===== config.mk =====
export PLATFORM = sky130hd
export DESIGN_NAME = trapezoidal_motion_profile
export DESIGN_NICKNAME = d
export VERILOG_FILES = /design/src/hdl/tmp_pkg.sv /design/src/hdl/trapezoidal_motion_profile.sv /design/src/hdl/tmp_kin.sv /design/src/hdl/tmp_core.sv
export SDC_FILE = /design/constraint.sdc
export NUM_CORES = 1
export LEC_CHECK = 0
export ABC_AREA = 1
export BUFFER_PORTS_ARGS = -buffer_cell sky130_fd_sc_hd__buf_2
export CAP_MARGIN = 20
export CELL_PAD_IN_SITES_DETAIL_PLACEMENT = 0
export CELL_PAD_IN_SITES_GLOBAL_PLACEMENT = 1
export CORE_AREA = 2 2 311 313
export CTS_BUF_LIST = sky130_fd_sc_hd__clkbuf_16
export CTS_CLUSTER_SIZE = 10
export DETAILED_ROUTE_END_ITERATION = 7
export DIE_AREA = 0 0 313 315
export GPL_ROUTABILITY_DRIVEN = 0
export PLACE_DENSITY_LB_ADDON = 0.3
export SYNTH_ARGS = -nofsm -noshare
export SYNTH_HDL_FRONTEND = slang
export SYNTH_SLANG_ARGS = --single-unit

===== constraint.sdc =====
create_clock -name clock -period 21.4 [get_ports clock]
set_input_delay 3.21 -clock clock [delete_from_list [all_inputs] [get_ports clock]]
set_output_delay 3.21 -clock clock [all_outputs]
set_load 0.1 [all_outputs]

===== src/hdl/tmp_pkg.sv =====
package tmp_pkg;

   localparam int DATA_W  = 32;
   localparam int LIMIT_N = 4;
   localparam int CSR_W   = 31;

   typedef enum logic [1:0] {
      CMD_TICK  = 2'd0,
      CMD_START = 2'd1,
      CMD_STOP  = 2'd2
   } cmd_type;

   typedef enum logic [2:0] {
      PH_STOP      = 3'd0,
      PH_INITDECEL = 3'd1,
      PH_ACCEL     = 3'd2,
      PH_CRUISE    = 3'd3,
      PH_DECEL     = 3'd4
   } phase_type;

   localparam logic CSR_MAX_SPEED  = 1'b0;
   localparam logic CSR_ACCEL_STEP = 1'b1;

   localparam logic [CSR_W-1:0] MAX_SPEED_RESET  = 31'd16777216;
   localparam logic [CSR_W-1:0] ACCEL_STEP_RESET = 31'd16777;

   typedef struct packed {
      logic [1:0]               cmd;
      logic [2:0]               start_phase;
      logic signed [DATA_W-1:0] start_speed;
      logic                     direction;
      logic                     continuous;
      logic signed [DATA_W-1:0] limit_decel_to_accel;
      logic signed [DATA_W-1:0] limit_accel_to_cruise;
      logic signed [DATA_W-1:0] limit_cruise_to_decel;
      logic signed [DATA_W-1:0] limit_decel_to_stop;
   } req_type;

   typedef struct packed {
      logic signed [DATA_W-1:0] speed_out;
      logic signed [DATA_W-1:0] step_position;
      logic [2:0]               phase_out;
   } rsp_type;

endpackage


===== src/hdl/trapezoidal_motion_profile.sv =====
// Trapezoidal velocity profile generator. Each request is a tick, a move
// start or a stop, and produces exactly one response with the speed (Q8.24
// steps per tick), the rounded step position and the phase after it. A
// request is taken in every cycle the response register is free or being
// drained, and its response appears on the next cycle: one request per
// clock while rsp_ready keeps the response register draining. Write
// max_speed and accel_step only while no request is in flight.
module trapezoidal_motion_profile #(
   parameter int FRAC_BITS = 24,
   parameter int POS_BITS  = 32
) (
   input  logic                          clock,
   input  logic                          reset,
   input  logic                          req_valid,
   output logic                          req_ready,
   input  tmp_pkg::req_type              req_data,
   output logic                          rsp_valid,
   input  logic                          rsp_ready,
   output tmp_pkg::rsp_type              rsp_data,
   input  logic                          csr_write_en,
   input  logic                          csr_index,
   input  logic [tmp_pkg::CSR_W-1:0]     csr_wdata
);
   import tmp_pkg::*;

   logic [CSR_W-1:0] max_speed_ff, max_speed_in;
   logic [CSR_W-1:0] accel_step_ff, accel_step_in;
   logic             rsp_valid_ff, rsp_valid_in;
   rsp_type          rsp_ff;
   rsp_type          result;
   logic             req_fire;

   assign req_ready = !rsp_valid_ff || rsp_ready;
   assign req_fire  = req_valid && req_ready;
   assign rsp_valid = rsp_valid_ff;
   assign rsp_data  = rsp_ff;

   tmp_core #(
      .FRAC_BITS (FRAC_BITS),
      .POS_BITS  (POS_BITS)
   ) u_core (
      .clock      (clock),
      .reset      (reset),
      .fire       (req_fire),
      .req        (req_data),
      .max_speed  (max_speed_ff),
      .accel_step (accel_step_ff),
      .result     (result)
   );

   always_comb begin
      max_speed_in  = max_speed_ff;
      accel_step_in = accel_step_ff;
      if (csr_write_en) begin
         unique case (csr_index)
            CSR_MAX_SPEED:  max_speed_in  = csr_wdata;
            CSR_ACCEL_STEP: accel_step_in = csr_wdata;
         endcase
      end
      rsp_valid_in = req_fire || (rsp_valid_ff && !rsp_ready);
   end

   always_ff @(posedge clock) begin
      if (reset) begin
         max_speed_ff  <= MAX_SPEED_RESET;
         accel_step_ff <= ACCEL_STEP_RESET;
         rsp_valid_ff  <= 1'b0;
      end else begin
         max_speed_ff  <= max_speed_in;
         accel_step_ff <= accel_step_in;
         rsp_valid_ff  <= rsp_valid_in;
      end
   end

   always_ff @(posedge clock) begin
      if (req_fire) rsp_ff <= result;
   end

   a_fire_gives_rsp: assert property (@(posedge clock) disable iff (reset)
      req_fire |=> rsp_valid)
      else $error("accepted request produced no response");

   a_stop_cmd: assert property (@(posedge clock) disable iff (reset)
      (req_fire && req_data.cmd == CMD_STOP) |=>
         (rsp_data.phase_out == PH_STOP && rsp_data.speed_out == '0))
      else $error("stop request did not clear speed and phase");

   a_tick_stop_speed: assert property (@(posedge clock) disable iff (reset)
      (req_fire && req_data.cmd == CMD_TICK) |=>
         (rsp_data.phase_out != PH_STOP || rsp_data.speed_out == '0))
      else $error("tick left nonzero speed in stop phase");

endmodule


===== src/hdl/tmp_kin.sv =====
module tmp_kin #(
   parameter int FRAC_BITS = 24,
   parameter int POS_BITS  = 32
) (
   input  logic signed [tmp_pkg::DATA_W-1:0]       speed,
   input  logic signed [tmp_pkg::DATA_W-1:0]       accel,
   input  logic signed [POS_BITS+FRAC_BITS-1:0]    acc,
   input  logic                                    ccw,
   input  logic [tmp_pkg::CSR_W-1:0]               max_speed,
   output logic signed [tmp_pkg::DATA_W-1:0]       speed_next,
   output logic signed [POS_BITS+FRAC_BITS-1:0]    acc_next,
   output logic signed [POS_BITS-1:0]              pos_next
);
   import tmp_pkg::*;

   localparam int ACC_W = POS_BITS + FRAC_BITS;
   localparam int SUM_W = ((ACC_W > DATA_W) ? ACC_W : DATA_W) + 1;
   localparam int V_W   = ACC_W + 1;
   localparam int Q_W   = POS_BITS + 1;

   logic signed [DATA_W:0]   spd_sum;
   logic signed [DATA_W-1:0] spd_sat;
   logic signed [DATA_W-1:0] vmax;
   logic signed [DATA_W-1:0] vmax_neg;
   logic signed [SUM_W-1:0]  acc_sum;
   logic [SUM_W-ACC_W:0]     acc_top;
   logic signed [V_W-1:0]    v;
   logic signed [Q_W-1:0]    q;
   logic signed [Q_W-1:0]    r;
   logic                     frac_nz;

   // speed = sat32(speed + accel), then clamp in the travel direction
   always_comb begin
      spd_sum  = (DATA_W+1)'(speed) + (DATA_W+1)'(accel);
      if (spd_sum[DATA_W] != spd_sum[DATA_W-1])
         spd_sat = spd_sum[DATA_W] ? {1'b1, {(DATA_W-1){1'b0}}} : {1'b0, {(DATA_W-1){1'b1}}};
      else
         spd_sat = spd_sum[DATA_W-1:0];
      vmax     = $signed({1'b0, max_speed});
      vmax_neg = -vmax;
      speed_next = spd_sat;
      if (!ccw) begin
         if (spd_sat >= vmax) speed_next = vmax;
      end else begin
         if (spd_sat <= vmax_neg) speed_next = vmax_neg;
      end
   end

   // position accumulator with saturation at ACC_W signed bits
   always_comb begin
      acc_sum = SUM_W'(acc) + SUM_W'(speed_next);
      acc_top = acc_sum[SUM_W-1:ACC_W-1];
      if ((&acc_top) || !(|acc_top))
         acc_next = acc_sum[ACC_W-1:0];
      else if (acc_sum[SUM_W-1])
         acc_next = {1'b1, {(ACC_W-1){1'b0}}};
      else
         acc_next = {1'b0, {(ACC_W-1){1'b1}}};
   end

   // add one half, truncate toward zero, saturate to POS_BITS
   always_comb begin
      v       = V_W'(acc_next) + V_W'({1'b1, {(FRAC_BITS-1){1'b0}}});
      q       = v[V_W-1:FRAC_BITS];
      frac_nz = |v[FRAC_BITS-1:0];
      r       = q + Q_W'(v[V_W-1] & frac_nz);
      if (r[Q_W-1] != r[Q_W-2])
         pos_next = r[Q_W-1] ? {1'b1, {(POS_BITS-1){1'b0}}} : {1'b0, {(POS_BITS-1){1'b1}}};
      else
         pos_next = r[POS_BITS-1:0];
   end

endmodule


===== src/hdl/tmp_core.sv =====
module tmp_core #(
   parameter int FRAC_BITS = 24,
   parameter int POS_BITS  = 32
) (
   input  logic                         clock,
   input  logic                         reset,
   input  logic                         fire,
   input  tmp_pkg::req_type             req,
   input  logic [tmp_pkg::CSR_W-1:0]    max_speed,
   input  logic [tmp_pkg::CSR_W-1:0]    accel_step,
   output tmp_pkg::rsp_type             result
);
   import tmp_pkg::*;

   localparam int ACC_W = POS_BITS + FRAC_BITS;

   phase_type                phase_ff, phase_in;
   logic signed [DATA_W-1:0] speed_ff, speed_in;
   logic signed [DATA_W-1:0] accel_ff, accel_in;
   logic signed [ACC_W-1:0]  acc_ff, acc_in;
   logic signed [POS_BITS-1:0] pos_ff, pos_in;
   logic                     dir_ff, dir_in;
   logic                     cont_ff, cont_in;
   logic signed [DATA_W-1:0] limit_ff [LIMIT_N];
   logic signed [DATA_W-1:0] limit_in [LIMIT_N];

   logic signed [DATA_W-1:0] spd_tick;
   logic signed [ACC_W-1:0]  acc_tick;
   logic signed [POS_BITS-1:0] pos_tick;
   logic signed [DATA_W-1:0] pos_ext;
   logic signed [DATA_W-1:0] a_pos, a_neg;
   logic                     cw;

   tmp_kin #(
      .FRAC_BITS (FRAC_BITS),
      .POS_BITS  (POS_BITS)
   ) u_kin (
      .speed      (speed_ff),
      .accel      (accel_ff),
      .acc        (acc_ff),
      .ccw        (dir_ff),
      .max_speed  (max_speed),
      .speed_next (spd_tick),
      .acc_next   (acc_tick),
      .pos_next   (pos_tick)
   );

   always_comb begin
      cw       = !dir_ff;
      pos_ext  = DATA_W'(pos_tick);
      a_pos    = $signed({1'b0, accel_step});
      a_neg    = -a_pos;
      phase_in = phase_ff;
      speed_in = speed_ff;
      accel_in = accel_ff;
      acc_in   = acc_ff;
      pos_in   = pos_ff;
      dir_in   = dir_ff;
      cont_in  = cont_ff;
      for (int i = 0; i < LIMIT_N; i++) limit_in[i] = limit_ff[i];

      unique case (req.cmd)
         CMD_TICK: begin
            speed_in = spd_tick;
            acc_in   = acc_tick;
            pos_in   = pos_tick;
            unique case (phase_ff)
               PH_INITDECEL: begin
                  accel_in = cw ? a_pos : a_neg;
                  if (pos_ext >= limit_ff[0]) phase_in = PH_ACCEL;
               end
               PH_ACCEL: begin
                  accel_in = cw ? a_pos : a_neg;
                  if (cw ? (pos_ext >= limit_ff[1]) : (pos_ext <= limit_ff[1]))
                     phase_in = PH_CRUISE;
               end
               PH_CRUISE: begin
                  accel_in = '0;
                  if (!cont_ff && (cw ? (pos_ext >= limit_ff[2]) : (pos_ext <= limit_ff[2])))
                     phase_in = PH_DECEL;
               end
               PH_DECEL: begin
                  if (cw ? (pos_ext >= limit_ff[3]) : (pos_ext <= limit_ff[3])) begin
                     phase_in = PH_STOP;
                     accel_in = '0;
                     speed_in = '0;
                  end else begin
                     accel_in = cw ? a_neg : a_pos;
                  end
               end
               default: begin
                  phase_in = PH_STOP;
                  accel_in = '0;
                  speed_in = '0;
               end
            endcase
         end
         CMD_START: begin
            phase_in    = (req.start_phase <= 3'(PH_DECEL)) ? phase_type'(req.start_phase)
                                                            : PH_STOP;
            speed_in    = req.start_speed;
            dir_in      = req.direction;
            cont_in     = req.continuous;
            limit_in[0] = req.limit_decel_to_accel;
            limit_in[1] = req.limit_accel_to_cruise;
            limit_in[2] = req.limit_cruise_to_decel;
            limit_in[3] = req.limit_decel_to_stop;
         end
         CMD_STOP: begin
            phase_in = PH_STOP;
            speed_in = '0;
            accel_in = '0;
            cont_in  = 1'b0;
         end
         default: begin
         end
      endcase

      result.speed_out     = speed_in;
      result.step_position = DATA_W'(pos_in);
      result.phase_out     = phase_in;
   end

   always_ff @(posedge clock) begin
      if (reset) begin
         phase_ff <= PH_STOP;
         speed_ff <= '0;
         accel_ff <= '0;
         acc_ff   <= '0;
         pos_ff   <= '0;
         dir_ff   <= 1'b0;
         cont_ff  <= 1'b0;
         for (int i = 0; i < LIMIT_N; i++) limit_ff[i] <= '0;
      end else if (fire) begin
         phase_ff <= phase_in;
         speed_ff <= speed_in;
         accel_ff <= accel_in;
         acc_ff   <= acc_in;
         pos_ff   <= pos_in;
         dir_ff   <= dir_in;
         cont_ff  <= cont_in;
         for (int i = 0; i < LIMIT_N; i++) limit_ff[i] <= limit_in[i];
      end
   end

endmodule

==> flow_summary_export.csv <==
group,metric,value,unit
outcome,status,"complete, no violations",
yosys,syn-num-nets,5357,
routing,vias_per_cell,5.091,
clock_tree,postCtsSetupBuffers,0,
worst_setup_path,cp_max_fo,46,
timing,rsz0062_at_grt,"false",
worst_setup_path,crit_type,"flip-flop to flip-flop",
final_layout,finalNonFillerCells,6380,
routing,wire_per_inst,19.32,µm
yosys,synth_top_cell_by_area,"edfxtp_1",
worst_setup_path,worst_r2r_startpoint,"u_core.accel_ff[0]$_SDFFE_PP0P_",
worst_setup_path,worst-r2r-setup-slack,4.03,ns
worst_setup_path,crit_arrival,17.94,ns
timing,fin_crit_sh,81.18,%
global_routing,grt_pass1_vias,30326,
yosys,syn_avg_cell_area,6.786,µm²
die,chipWidth,313,µm
final_layout,final_core_util,38.96,%
worst_hold_path,hold_start,"u_core.cont_ff$_SDFFE_PP0P_",
yosys,synthArstFlopShare,0,%
clock_tree,clk_pin_slew_worst_paths,0.06,ns
final_layout,n_fill_cell,10331,
clock_tree,cts_sinks,415,
worst_setup_path,ff2ff_path_depth,91,
clock_tree,cts_tree,"done",
final_layout,final_nets,5554,
yosys,yosys.area_share.simple,25.91,%
worst_setup_path,rr_endpoint,"u_core.speed_ff[5]$_SDFFE_PP0P_",
clock_tree,htree_levels,2,
yosys,synth-edff-count,195,
global_routing,overflow,0,
yosys,synth_top_family_by_area,"simple AND/OR/NAND/NOR gates",
yosys,yosys.area_share.adder,11.08,%
yosys,ys_warn_count,0,
worst_setup_path,cp-start-kind,"flip-flop",
worst_setup_path,cpPeakStageDelay,0.71,ns
power,powerDensity,86.66,nW/µm²
timing,slew_headroom,29.19,%
job,drv_cap,0,
yosys,synth_seq_cells,415,
yosys,synth_compound_area_share,17.88,%
routing,dr_total_vias,32480,
yosys,yosys-top-cells-count,"1,118 x nand2_1, 778 x inv_1, 511 x a21oi_1",
yosys,synthTopCellsByArea,"edfxtp_1 18%, dfxtp_1 13%, nand2_1 13%",
clock_tree,cts_hold_buf,0,
yosys,synthMuxAreaShare,0,%
global_routing,grt_pass1_wl,184900,µm
clock_tree,cts_resized,0,
worst_setup_path,crit_top_cell,"nand2_1",
routing,drt-pass1-iter-count,6,
worst_setup_path,crit_required,21.96,ns
final_layout,regArea,10260,µm²
worst_setup_path,endpoint,"u_core.speed_ff[5]$_SDFFE_PP0P_",
timing,min_period,17.37,ns
yosys,syn_inst,4862,
timing,worstMarginPinSlew,1.061,ns
final_layout,area_growth,13.01,%
routing,routed_wl,123300,µm
die,fp.dieArea,98600,µm²
routing,drt_iter0_drc,2911,
worst_setup_path,cp-end-kind,"flip-flop",
timing,clock_skew,0.03672,ns
clock_tree,clockBufferDepth,3,
placement,place_area,35560,µm²
routing,drc,0,
yosys,synth_most_common_cell,"nand2_1",
power,leakage,0.01822,µW
global_routing,antenna_found_initial,3,
clock_tree,numCtsBuffers,54,
worst_setup_path,crit_start,"u_core.accel_ff[0]$_SDFFE_PP0P_",
global_routing,grt_max_degree,98,
die,coreArea,95710,µm²
yosys,synth_xor_area_share,2.886,%
die,die_height,315,µm
placement,portBuffers,272,
routing,antenna_left,0,
final_layout,drive_gt1_share,10.46,%
final_layout,antenna_cells,0,
timing,finalHoldViolCount,0,
power,ir_drop,71.83,µV
yosys,ys.flop_type,"dfxtp_1",
final_layout,stdcell_area,37290,µm²
timing,tns,0,ns
die,ios,273,
placement,dp_cells,6278,
yosys,ys_seq_area_share,31.09,%
die,num_rows,114,
timing,fmax,0.05756,GHz
global_routing,gr-usage-all-layers,24.35,%
timing,final-setup-viol-count,0,
yosys,synth_area,33000,µm²
yosys,ys_types,63,
clock_tree,insertion_delay,0.67,ns
worst_hold_path,hp-class,"flip-flop to flip-flop",
final_layout,multi_input_area,19110,µm²
worst_setup_path,cpMaxStageDelayCell,"inv_1",
timing,final_max_slew_viol_count,0,
die,start_util,34.47,%
yosys,synth_top_area_share,17.75,%
clock_tree,cts-root-buf,"clkbuf_16",
placement,hpwl,97920,µm
==> power by group <==
group	leakage (µW)	switching (µW)	internal (µW)
clock network	0.000929	392	499
registers	0.00380	36.8	892
logic	0.0135	999	411
total	0.0182	1430	1800
==> sequential cells by signal, summed over array words and instances (netlist names), 31 cells and up <==
register / flops
accel_step_ff: 31
max_speed_ff: 31
rsp_data: 67
u_core.acc_ff: 56
u_core.accel_ff: 32
u_core.limit_ff: 128
u_core.pos_ff: 32
u_core.speed_ff: 32
==> worst min-delay path by stage <==
stage                                                   to  slack (ns)  cells after the start
after global routing      u_core.accel_ff[27]$_SDFFE_PP0P_        0.51                      2
final                          u_core.cont_ff$_SDFFE_PP0P_        0.48                      2
after floorplan                u_core.cont_ff$_SDFFE_PP0P_        0.43                      2
after detailed placement       u_core.cont_ff$_SDFFE_PP0P_        0.47                      2
after global placement         u_core.cont_ff$_SDFFE_PP0P_        0.46                      2
after CTS                      u_core.cont_ff$_SDFFE_PP0P_        0.48                      2
==> placed cells by master, fill, tap and decap left out, types with 48 or more instances in the layout <==
cell type	Yosys	final
a21oi_1	511	510
buf_2	6	272
clkbuf_16	0	56
dfxtp_1	220	219
edfxtp_1	195	195
ha_1	289	287
inv_1	778	798
nand2_1	1118	1115
nand3_1	189	189
nand4_1	48	48
nor2_1	424	423
o21ai_0	407	406
xor2_1	83	83
==> critical path, delay by kind of cell, from the launching register on <==
family | cells | cell delay [ns]
adder cells (fa/ha/maj) | 8 | 1.94
AO/OA/AOI/OAI | 17 | 4.02
flip-flops | 1 | 0.34
AND/OR/NAND/NOR | 45 | 6.67
buffers and inverters | 18 | 3.51
XOR/XNOR | 3 | 0.65
==> routing by layer <==
layer,track usage (%),wire [µm],vias to the layer above
li1,-,-,16294
met1,35.46,58710,14977
met2,37.06,52590,1051
met3,3.986,8589,154
met4,6.525,3333,4
met5,0,33,-
==> logic make-up after synthesis <==
kind of cell             Yosys count
AND/OR/NAND/NOR                 1996
AO/OA/AOI/OAI                   1094
buffers and inverters            959
flip-flops                       415
adder cells (fa/ha/maj)          291
XOR/XNOR                         107
==> layout make-up <==
type	instances	share of cell area [%]
timing repair buffer	302	4.288
clock inverter	45	0.8322
tap	1276	4.282
sequential	415	27.53
clock buffer	56	3.758
inverter	798	8.053
multi-input combinational	3488	51.26
==> per-stage QoR <==
| stage | worst slack (ns) | hold WS, ns | power, µW |
|---|---|---|---|
| finish | 4.028 | 0.4781 | 3231 |
| global route | 2.331 | 0.5145 | 3440 |
| CTS | 4.179 | 0.4764 | 3239 |
| detailed placement | 4.233 | 0.4670 | 2337 |
| global placement | 4.673 | 0.4639 | 2338 |
| floorplan | 8.434 | 0.4297 | 1919 |
Note: power is estimated with default switching activity, not from simulation.
